$ cat src/hw/rtl/ctec_pkg.sv
// Shared types, constants and tables for the civil time / epoch converter.
// Used by ctec_encode, ctec_decode and civil_time_epoch_converter_top; no dependencies.
`default_nettype none

package ctec_pkg;

	localparam int STAGES = 7;

	localparam logic CMD_DECODE = 1'b0;
	localparam logic CMD_ENCODE = 1'b1;

	localparam logic [11:0] YEAR_MIN = 12'd1970;
	localparam logic [11:0] YEAR_MAX = 12'd2038;
	localparam logic [11:0] YEAR_BASE = 12'd1968;
	localparam logic [31:0] DECODE_LIMIT = 32'd2177452799;

	localparam logic [16:0] SEC_PER_DAY = 17'd86400;
	localparam logic [11:0] SEC_PER_HOUR = 12'd3600;
	localparam logic [5:0] SEC_PER_MIN = 6'd60;

	// Reciprocals for constant division, each exact over the range it sees.
	localparam logic [25:0] RECIP_675 = 26'd50903317;
	localparam logic [12:0] RECIP_225 = 13'd4661;
	localparam logic [17:0] RECIP_1461 = 18'd183735;
	localparam logic [15:0] RECIP_7 = 16'd37450;
	localparam logic [10:0] RECIP_15 = 11'd1093;
	localparam logic [13:0] RECIP_25 = 14'd10486;
	localparam logic [7:0] RECIP_10 = 8'd205;

	localparam logic [11:0] YEAR_BIAS = 12'd2687;
	localparam logic [9:0] WEEKDAY_BIAS = 10'd676;
	localparam logic [16:0] DAY_BIAS = 17'd67275;
	localparam logic [15:0] DAYS_PER_CENTURY = 16'd36525;
	localparam logic [8:0] MONTH_SPAN = 9'd306;

	typedef struct packed {
		logic [STAGES-1:0] load;
	} pipe_ctl_t;

	typedef struct packed {
		logic [10:0] year;
		logic [3:0]  month;
		logic [4:0]  day;
		logic [2:0]  weekday;
		logic [4:0]  hour;
		logic [5:0]  minute;
		logic [5:0]  second;
	} dec_fields_t;

	// Days before the first of the month in a common year. Month zero is never used.
	function automatic logic [8:0] days_before_month(input logic [3:0] month);
		logic [8:0] d;
		unique case (month)
			4'd1: d = 9'd0;
			4'd2: d = 9'd31;
			4'd3: d = 9'd59;
			4'd4: d = 9'd90;
			4'd5: d = 9'd120;
			4'd6: d = 9'd151;
			4'd7: d = 9'd181;
			4'd8: d = 9'd212;
			4'd9: d = 9'd243;
			4'd10: d = 9'd273;
			4'd11: d = 9'd304;
			4'd12: d = 9'd334;
			default: d = 9'd0;
		endcase
		return d;
	endfunction

endpackage

`default_nettype wire

$ cat src/hw/rtl/ctec_encode.sv
// Two-stage encode datapath: civil date and time to seconds since 1970.
// Depends on ctec_pkg for the month table and stage controls.
`default_nettype none

module ctec_encode (
	input  wire logic              clk,
	input  wire ctec_pkg::pipe_ctl_t ctl,
	input  wire logic [11:0]       year,
	input  wire logic [3:0]        month,
	input  wire logic [4:0]        day,
	input  wire logic [4:0]        hour,
	input  wire logic [5:0]        minute,
	input  wire logic [5:0]        second,
	output logic [31:0]            epoch_s2
);

	logic [6:0]  dy;
	logic [6:0]  dy_m2;
	logic [14:0] year_days;
	logic        leap_adj;
	logic [15:0] total_nx;
	logic [15:0] total_s1;
	logic [4:0]  hour_s1;
	logic [5:0]  minute_s1;
	logic [5:0]  second_s1;
	logic [31:0] epoch_nx;

	always_comb begin
		dy = 7'(year - ctec_pkg::YEAR_BASE);
		dy_m2 = dy - 7'd2;
		year_days = 15'(dy_m2) * 15'd365 + 15'(dy[6:2]);
		leap_adj = (year[1:0] == 2'b00) && (month <= 4'd2);
		total_nx = 16'(year_days) + 16'(ctec_pkg::days_before_month(month)) + 16'(day)
			- 16'd1 - 16'(leap_adj);
	end

	always_comb begin
		epoch_nx = 32'(total_s1) * 32'(ctec_pkg::SEC_PER_DAY)
			+ 32'(hour_s1) * 32'(ctec_pkg::SEC_PER_HOUR)
			+ 32'(minute_s1) * 32'(ctec_pkg::SEC_PER_MIN)
			+ 32'(second_s1);
	end

	always_ff @(posedge clk) begin
		if (ctl.load[0]) begin
			total_s1 <= total_nx;
			hour_s1 <= hour;
			minute_s1 <= minute;
			second_s1 <= second;
		end
		if (ctl.load[1]) begin
			epoch_s2 <= epoch_nx;
		end
	end

endmodule

`default_nettype wire

$ cat src/hw/rtl/ctec_decode.sv
// Six-stage decode datapath: seconds since 1970 to date, time and weekday.
// Depends on ctec_pkg for constants, reciprocals and the field struct.
`default_nettype none

module ctec_decode (
	input  wire logic                clk,
	input  wire ctec_pkg::pipe_ctl_t ctl,
	input  wire logic [31:0]         ts,
	output ctec_pkg::dec_fields_t    fields
);

	// Stage 1
	logic [50:0] days_prod;
	logic [31:0] ts_s1;
	logic [14:0] days_s1;
	// Stage 2
	logic [31:0] day_sec;
	logic [16:0] rem_s2;
	logic [16:0] x_s2;
	logic [14:0] wdv_s2;
	logic [14:0] days_s2;
	// Stage 3
	logic [25:0] hour_prod;
	logic [34:0] year_prod;
	logic [29:0] wd_prod;
	logic [16:0] rem_s3;
	logic [4:0]  hour_s3;
	logic [6:0]  yq_s3;
	logic [11:0] wq_s3;
	logic [14:0] wdv_s3;
	logic [14:0] days_s3;
	// Stage 4
	logic [16:0] hour_sec;
	logic [21:0] r_base;
	logic [21:0] r_sub;
	logic [14:0] wq7;
	logic [11:0] rem2_s4;
	logic [15:0] r_s4;
	logic [2:0]  wd_s4;
	logic [6:0]  yq_s4;
	logic [4:0]  hour_s4;
	// Stage 5
	logic [19:0] min_prod;
	logic [27:0] q_prod;
	logic [11:0] rem2_s5;
	logic [5:0]  min_s5;
	logic [8:0]  q_s5;
	logic [2:0]  wd_s5;
	logic [6:0]  yq_s5;
	logic [4:0]  hour_s5;
	// Stage 6
	logic [11:0] min_sec;
	logic [11:0] d6;
	logic [3:0]  m_nx;
	logic [5:0]  sec_s6;
	logic [5:0]  min_s6;
	logic [3:0]  m_s6;
	logic [8:0]  q_s6;
	logic [2:0]  wd_s6;
	logic [6:0]  yq_s6;
	logic [4:0]  hour_s6;
	// Output
	logic [11:0] dn_full;
	logic [8:0]  dn;
	logic [17:0] day_prod;

	assign days_prod = 51'(ts[31:7]) * 51'(ctec_pkg::RECIP_675);
	assign day_sec = 32'(days_s1) * 32'(ctec_pkg::SEC_PER_DAY);
	assign hour_prod = 26'(rem_s2[16:4]) * 26'(ctec_pkg::RECIP_225);
	assign year_prod = 35'(x_s2) * 35'(ctec_pkg::RECIP_1461);
	assign wd_prod = 30'(wdv_s2) * 30'(ctec_pkg::RECIP_7);
	assign hour_sec = 17'(hour_s3) * 17'(ctec_pkg::SEC_PER_HOUR);
	assign r_base = 22'(days_s3) * 22'd100 + 22'(ctec_pkg::DAY_BIAS);
	assign r_sub = 22'(yq_s3) * 22'(ctec_pkg::DAYS_PER_CENTURY);
	assign wq7 = 15'(wq_s3) * 15'd7;
	assign min_prod = 20'(rem2_s4[11:2]) * 20'(ctec_pkg::RECIP_15);
	assign q_prod = 28'(r_s4[15:2]) * 28'(ctec_pkg::RECIP_25);
	assign min_sec = 12'(min_s5) * 12'(ctec_pkg::SEC_PER_MIN);
	assign d6 = 12'(q_s5) * 12'd10 - 12'd6;

	// The month index counts how many month boundaries the scaled day has passed.
	always_comb begin
		m_nx = 4'd0;
		for (int k = 1; k <= 11; k++) begin
			if (d6 >= 12'(k * 306)) begin
				m_nx = m_nx + 4'd1;
			end
		end
	end

	always_ff @(posedge clk) begin
		if (ctl.load[0]) begin
			ts_s1 <= ts;
			days_s1 <= days_prod[49:35];
		end
		if (ctl.load[1]) begin
			rem_s2 <= 17'(ts_s1 - day_sec);
			x_s2 <= 17'({days_s1, 2'b00}) + 17'(ctec_pkg::YEAR_BIAS);
			wdv_s2 <= days_s1 + 15'(ctec_pkg::WEEKDAY_BIAS);
			days_s2 <= days_s1;
		end
		if (ctl.load[2]) begin
			rem_s3 <= rem_s2;
			hour_s3 <= hour_prod[24:20];
			yq_s3 <= year_prod[34:28];
			wq_s3 <= wd_prod[29:18];
			wdv_s3 <= wdv_s2;
			days_s3 <= days_s2;
		end
		if (ctl.load[3]) begin
			rem2_s4 <= 12'(rem_s3 - hour_sec);
			r_s4 <= 16'(r_base - r_sub);
			wd_s4 <= 3'(wdv_s3 - wq7) + 3'd1;
			yq_s4 <= yq_s3;
			hour_s4 <= hour_s3;
		end
		if (ctl.load[4]) begin
			rem2_s5 <= rem2_s4;
			min_s5 <= min_prod[19:14];
			q_s5 <= q_prod[26:18];
			wd_s5 <= wd_s4;
			yq_s5 <= yq_s4;
			hour_s5 <= hour_s4;
		end
		if (ctl.load[5]) begin
			sec_s6 <= 6'(rem2_s5 - min_sec);
			min_s6 <= min_s5;
			m_s6 <= m_nx;
			q_s6 <= q_s5;
			wd_s6 <= wd_s5;
			yq_s6 <= yq_s5;
			hour_s6 <= hour_s5;
		end
	end

	always_comb begin
		dn_full = 12'(q_s6) * 12'd10 + 12'd4 - 12'(m_s6) * 12'(ctec_pkg::MONTH_SPAN);
		dn = dn_full[8:0];
		day_prod = 18'(dn) * 18'(ctec_pkg::RECIP_10);
		fields.year = 11'(ctec_pkg::YEAR_BASE) + 11'(yq_s6) + 11'(m_s6 >= 4'd10);
		fields.month = (m_s6 >= 4'd10) ? (m_s6 - 4'd9) : (m_s6 + 4'd3);
		fields.day = day_prod[15:11];
		fields.weekday = wd_s6;
		fields.hour = hour_s6;
		fields.minute = min_s6;
		fields.second = sec_s6;
	end

endmodule

`default_nettype wire

$ cat src/hw/rtl/civil_time_epoch_converter_top.sv
// Top level of the civil time / epoch converter: handshake, stage control and result select.
// Depends on ctec_pkg, ctec_encode and ctec_decode.
`default_nettype none

// Converts seconds since 1970-01-01 00:00:00 to a civil date, time and weekday, or a civil
// date and time back to seconds, as the command bit selects. Each request passes through
// seven register stages, and one request can be accepted every cycle while the output is
// not stalled. The depth is set by the decode path, which divides by constants through
// reciprocal multiplies. Each stage holds its item while the next one is full, so a
// stalled output fills the pipeline before in_ready falls. Out-of-range requests return
// range_error with all other fields zero.
module civil_time_epoch_converter_top (
	input  wire logic        clk,
	input  wire logic        arst_n,
	input  wire logic        in_valid,
	output logic             in_ready,
	input  wire logic        command,
	input  wire logic [31:0] epoch_seconds_in,
	input  wire logic [11:0] year_in,
	input  wire logic [3:0]  month_in,
	input  wire logic [4:0]  day_in,
	input  wire logic [4:0]  hour_in,
	input  wire logic [5:0]  minute_in,
	input  wire logic [5:0]  second_in,
	output logic             out_valid,
	input  wire logic        out_ready,
	output logic [31:0]      epoch_seconds_out,
	output logic [10:0]      year_out,
	output logic [3:0]       month_out,
	output logic [4:0]       day_out,
	output logic [2:0]       weekday_out,
	output logic [4:0]       hour_out,
	output logic [5:0]       minute_out,
	output logic [5:0]       second_out,
	output logic             range_error
);

	ctec_pkg::pipe_ctl_t             ctl;
	logic [ctec_pkg::STAGES-1:0]     vld_q;
	logic                            enc_err;
	logic                            dec_err;
	logic [31:0]                     enc_epoch_s2;
	ctec_pkg::dec_fields_t           dec_fields;
	ctec_pkg::dec_fields_t           dec_sel;
	logic [31:0]                     epoch_sel;
	logic                            cmd_s1, cmd_s2, cmd_s3, cmd_s4, cmd_s5, cmd_s6;
	logic                            err_s1, err_s2, err_s3, err_s4, err_s5, err_s6;
	logic [31:0]                     epoch_s3, epoch_s4, epoch_s5, epoch_s6;
	logic [31:0]                     epoch_s7;
	ctec_pkg::dec_fields_t           dec_s7;
	logic                            err_s7;

	always_comb begin
		ctl.load[ctec_pkg::STAGES-1] = !vld_q[ctec_pkg::STAGES-1] || out_ready;
		for (int i = ctec_pkg::STAGES - 2; i >= 0; i--) begin
			ctl.load[i] = !vld_q[i] || ctl.load[i+1];
		end
	end

	assign in_ready = ctl.load[0];
	assign out_valid = vld_q[ctec_pkg::STAGES-1];

	always_ff @(posedge clk or negedge arst_n) begin
		if (!arst_n) begin
			vld_q <= '0;
		end else begin
			if (ctl.load[0]) begin
				vld_q[0] <= in_valid;
			end
			for (int i = 1; i < ctec_pkg::STAGES; i++) begin
				if (ctl.load[i]) begin
					vld_q[i] <= vld_q[i-1];
				end
			end
		end
	end

	always_comb begin
		enc_err = (year_in < ctec_pkg::YEAR_MIN) || (year_in > ctec_pkg::YEAR_MAX)
			|| (month_in < 4'd1) || (month_in > 4'd12) || (day_in < 5'd1)
			|| (hour_in > 5'd23) || (minute_in > 6'd59) || (second_in > 6'd59);
		dec_err = epoch_seconds_in > ctec_pkg::DECODE_LIMIT;
	end

	ctec_encode u_encode (
		.clk      (clk),
		.ctl      (ctl),
		.year     (year_in),
		.month    (month_in),
		.day      (day_in),
		.hour     (hour_in),
		.minute   (minute_in),
		.second   (second_in),
		.epoch_s2 (enc_epoch_s2)
	);

	ctec_decode u_decode (
		.clk    (clk),
		.ctl    (ctl),
		.ts     (epoch_seconds_in),
		.fields (dec_fields)
	);

	always_comb begin
		epoch_sel = '0;
		dec_sel = '0;
		if (!err_s6) begin
			if (cmd_s6 == ctec_pkg::CMD_ENCODE) begin
				epoch_sel = epoch_s6;
			end else begin
				dec_sel = dec_fields;
			end
		end
	end

	always_ff @(posedge clk) begin
		if (ctl.load[0]) begin
			cmd_s1 <= command;
			err_s1 <= (command == ctec_pkg::CMD_ENCODE) ? enc_err : dec_err;
		end
		if (ctl.load[1]) begin
			cmd_s2 <= cmd_s1;
			err_s2 <= err_s1;
		end
		if (ctl.load[2]) begin
			cmd_s3 <= cmd_s2;
			err_s3 <= err_s2;
			epoch_s3 <= enc_epoch_s2;
		end
		if (ctl.load[3]) begin
			cmd_s4 <= cmd_s3;
			err_s4 <= err_s3;
			epoch_s4 <= epoch_s3;
		end
		if (ctl.load[4]) begin
			cmd_s5 <= cmd_s4;
			err_s5 <= err_s4;
			epoch_s5 <= epoch_s4;
		end
		if (ctl.load[5]) begin
			cmd_s6 <= cmd_s5;
			err_s6 <= err_s5;
			epoch_s6 <= epoch_s5;
		end
		if (ctl.load[6]) begin
			epoch_s7 <= epoch_sel;
			dec_s7 <= dec_sel;
			err_s7 <= err_s6;
		end
	end

	assign epoch_seconds_out = epoch_s7;
	assign year_out = dec_s7.year;
	assign month_out = dec_s7.month;
	assign day_out = dec_s7.day;
	assign weekday_out = dec_s7.weekday;
	assign hour_out = dec_s7.hour;
	assign minute_out = dec_s7.minute;
	assign second_out = dec_s7.second;
	assign range_error = err_s7;

endmodule

`default_nettype wire
$ cat config.mk
export PLATFORM = sky130hd
export DESIGN_NAME = civil_time_epoch_converter_top
export DESIGN_NICKNAME = d
export VERILOG_FILES = /design/src/hw/rtl/ctec_pkg.sv /design/src/hw/rtl/ctec_encode.sv /design/src/hw/rtl/ctec_decode.sv /design/src/hw/rtl/civil_time_epoch_converter_top.sv
export SDC_FILE = /design/constraint.sdc
export NUM_CORES = 2
export LEC_CHECK = 0
export ABC_AREA = 1
export BUFFER_PORTS_ARGS = -buffer_cell sky130_fd_sc_hd__buf_2
export CORE_ASPECT_RATIO = 0.75
export CORE_MARGIN = 10
export CORE_UTILIZATION = 65
export CTS_BUF_LIST = sky130_fd_sc_hd__clkbuf_8
export DETAILED_ROUTE_END_ITERATION = 10
export PLACE_DENSITY = 0.84
export SLEW_MARGIN = 5
export SYNTH_ARGS = -nofsm -noshare
export SYNTH_HDL_FRONTEND = slang
export SYNTH_HIERARCHICAL = 1
export SYNTH_SLANG_ARGS = --single-unit
$ cat constraint.sdc
create_clock -name clk -period 7.3 [get_ports clk]
set_input_delay 1.095 -clock clk [delete_from_list [all_inputs] [get_ports clk]]
set_output_delay 1.095 -clock clk [all_outputs]
set_load 0.005 [all_outputs]
==> flow_summary.rst <==
.. list-table::
   :header-rows: 1

   * - Metric
     - Value
   * - Max Clk Rate
     - 144.8 MHz
   * - Warning count from the yosys run
     - 6
   * - Total nets after synthesis
     - 7316
   * - GR peak layer
     - met2
   * - Port buffer count
     - 149
   * - Post-layout net count
     - 7590
   * - Critical-path maximum fanout
     - 5
   * - Number of flops mapped to enable cells by yosys
     - 527
   * - Post-route fraction of the period consumed by the critical path
     - 0.9462
   * - Detailed placer's ending HPWL
     - 104.5 mm
   * - Site Rows
     - 94
   * - Post-route DRC
     - 0
   * - Flops & latches, synth
     - 534
   * - Classification of the worst-slack hold path
     - input pin to asynchronous set/reset pin
   * - Layout cells sized above 1
     - 0.08818
   * - Startpoint Class
     - flip-flop
   * - GR Util met3
     - 0.05157
   * - Number of antenna violations at the first check in global routing
     - 4
   * - Vertical die dimension
     - 277.5 um
   * - Run status
     - finished, final reports clean
   * - Number of violations of the max-capacitance limit
     - 0
   * - Required time of the critical path
     - 7.78 ns
   * - DRT Pass-1 Iters
     - 6
   * - Total clock sinks
     - 534
   * - Post-synthesis async set-or-reset flop share
     - 0.01311
   * - Crit path DAT
     - 7.39 ns
   * - Transition time at the pin with the least slew margin
     - 1.154 ns
   * - Number of instances in the synthesized netlist
     - 5522
   * - Number of hold buffers added after cts
     - 0
   * - CTS H-tree depth
     - 3
   * - Synthesis-to-finish area growth
     - 7.571%
   * - Core footprint
     - 87740 um2
   * - Die Width
     - 363.4 um
   * - Post-DRT Antenna Nets
     - 0
   * - First-pass GRT wire length
     - 203.5 mm
   * - Wire length after detailed routing
     - 124.4 mm
   * - Largest net degree at the start of global routing
     - 77
   * - GPL Wtd Cong
     - 0.9968
   * - Boundary Pins
     - 150
   * - GRT Util Overall
     - 0.2504
   * - Final hold vios
     - 0
   * - Total setup violations reported at the end of the flow
     - 0
   * - Cell type with the highest occurrence count on the critical path
     - inv_1
   * - Total of fill cells in the finished design
     - 6257
   * - Setup Skew
     - 0.04518 ns
   * - Clock transition at path regs
     - 0.07 ns
   * - Routed via count
     - 37.81k
   * - Area enclosed by the die boundary
     - 100800 um2
   * - Max transition margin
     - 0.2304
   * - Most common cell after layout, fill and taps aside
     - inv_1
   * - Area of the mapped netlist
     - 57480 um2
   * - Total count of max-transition violations in the final report
     - 0
   * - Register area share after synthesis
     - 0.2784
   * - Slowest CP cell
     - fa_2
   * - Detailed-route vias per instance
     - 5.388
   * - Clk Latency, worst-skew pair
     - 0.73 ns
   * - DR WL/cell
     - 17.73 um
   * - Count of different cell masters after synthesis
     - 67
   * - TritonCTS clock tree
     - built
   * - Met1 layer usage reported by global route
     - 0.3556
   * - Crit path capture type
     - flip-flop
   * - Effective utilization at floorplan
     - 0.6551
   * - Setup ws final
     - 0.3928 ns
   * - Commonest cells after routing, fill and taps aside
     - inv_1, ha_1, nand2_1, fa_1, edfxtp_1
   * - Clock period minus final worst setup slack
     - 6.907 ns
   * - Synthesized area per cell
     - 10.41 um2
   * - Most instantiated flip-flop cell in the synthesis netlist
     - edfxtp_1
   * - Via count of the first global-routing pass
     - 39.48k
   * - Iteration-0 DRC Markers
     - 2673
   * - Number of clock buffers inserted by TritonCTS
     - 86
   * - Worst setup timing slack at the placement stage
     - -0.0007141 ns
   * - Crit Path Category
     - flip-flop to flip-flop
   * - Clock root buffer
     - clkbuf_8
   * - Met2 layer usage reported by global route
     - 0.3946
   * - Longest individual stage delay on the worst path
     - 0.60 ns
   * - Clk buf depth
     - 3
   * - Grt ovf
     - 0
==> cells by family (layout without fill, tap and decap cells) <==
logic type               count (synthesis)  count (layout)  share of synthesized area
adder cells (fa/ha/maj)               1719            1719                     0.4481
buffers and inverters                 1423            1764                    0.09439
AND/OR/NAND/NOR                       1163            1163                    0.09656
flip-flops                             534             534                     0.2784
AO/OA/AOI/OAI                          405             405                    0.04003
XOR/XNOR                               277             277                    0.04234
multiplexers                             1               1                  0.0001742
other                                    0               2                          0
==> critical path: cells and delay by family (launching register included) <==
| kind | cells | cell delay [ns] |
|---|---|---|
| AOI/OAI and AO/OA | 6 | 0.77 |
| xor gates and xnor gates | 1 | 0.19 |
| adders and majority gates | 9 | 2.72 |
| buffers and inverters | 9 | 0.56 |
| DFF | 1 | 0.45 |
| and+or+nand+nor | 22 | 2.01 |
==> synthesized netlist by cell type, drive strengths merged, types with 9 or more instances <==
cell type | n | area share
nor3 | 24 | 0.0024
xnor2 | 103 | 0.016
o21ai | 88 | 0.0077
edfxtp | 527 | 0.28
ha | 1153 | 0.25
o21bai | 20 | 0.0028
nor2 | 272 | 0.025
fa | 566 | 0.20
nand3 | 174 | 0.017
nand4 | 38 | 0.0046
a21oi | 222 | 0.019
or2 | 9 | 0.00098
xor2 | 174 | 0.027
nand3b | 9 | 0.0014
a31oi | 11 | 0.0012
buf | 10 | 0.0021
inv | 1409 | 0.092
a21o | 17 | 0.0022
nand2 | 623 | 0.043
==> through the flow <==
step              TNS, ns  hold slack [ns]  std cells  utilization  cell area [um2]
6_report                0           0.2015       7017       0.7047            61830
5_1_grt          -0.06823           0.1763       7016       0.7047            61830
4_1_cts                 0           0.1527       7006       0.7023            61620
3_5_place_dp   -0.0007141           0.4045       6851       0.6823            59870
3_3_place_gp            0           0.4002       6851       0.6823            59870
2_1_floorplan           0           0.4003       5522            -            57480
==> registers in the layout (all words and copies together), names as in the netlist, 8 cells and up <==
name               count
u_decode/days_s2      12
u_decode/rem_s3       12
u_decode/wdv_s2       15
u_decode/q_s5          9
u_decode/days_s3      12
u_decode/ts_s1        17
u_encode/total_s1     16
epoch_s4              32
u_encode/epoch_s2     32
u_decode/days_s1      15
u_decode/q_s6          8
epoch_s3              32
u_decode/x_s2         15
epoch_s5              32
u_decode/rem_s2       17
epoch_seconds_out     32
year_out              11
epoch_s6              32
u_decode/r_s4         14
u_decode/rem2_s4      12
==> what timing repair did <==
| item | CTS | global route |
|---|---|---|
| resized for setup | 1 | 28 |
| pin swaps | 0 | 14 |
| setup buffers | 0 | 9 |
| endpoints found under the setup margin | 1 | 3 |
==> cell type report <==
| type | instances | area, um2 | share of cell area |
|---|---|---|---|
| clock inverters | 69 | 565.5 | 0.009147 |
| inverters | 1411 | 5299 | 0.08570 |
| flip-flops and latches | 534 | 16000 | 0.2588 |
| repair buffers | 198 | 1114 | 0.01801 |
| multi-input cells | 3565 | 36220 | 0.5858 |
| well taps | 1152 | 1441 | 0.02331 |
| clock buffers | 86 | 1184 | 0.01914 |
| diodes | 2 | 5.005 | 0.00008095 |
==> final timing paths <==
kind                            slack (ns)  cells after the start                            start                         end
min in group clk                      0.40                      0  u_encode/epoch_s2[24]$_DFFE_PP_      epoch_s3[24]$_DFFE_PP_
worst max-delay path                  0.39                     47       u_decode/q_s5[3]$_DFFE_PP_  u_decode/m_s6[1]$_DFFE_PP_
worst min register to register        0.40                      0  u_encode/epoch_s2[24]$_DFFE_PP_      epoch_s3[24]$_DFFE_PP_
worst min-delay path                  0.20                      1                           arst_n        vld_q[6]$_DFFE_PN0P_
max in group asynchronous             6.93                      1                           arst_n        vld_q[3]$_DFFE_PN0P_
worst max register to register        0.39                     47       u_decode/q_s5[3]$_DFFE_PP_  u_decode/m_s6[1]$_DFFE_PP_
==> per-layer routing <==
layer  up-vias  wire (um)
li1      18272          -
met1     18235      56410
met2      1120      55780
met3       179       9829
met4         4       2376
met5         -         27
Power is not shown: default switching activity piles up to over one toggle a cycle in this logic, so the estimate is an artifact.
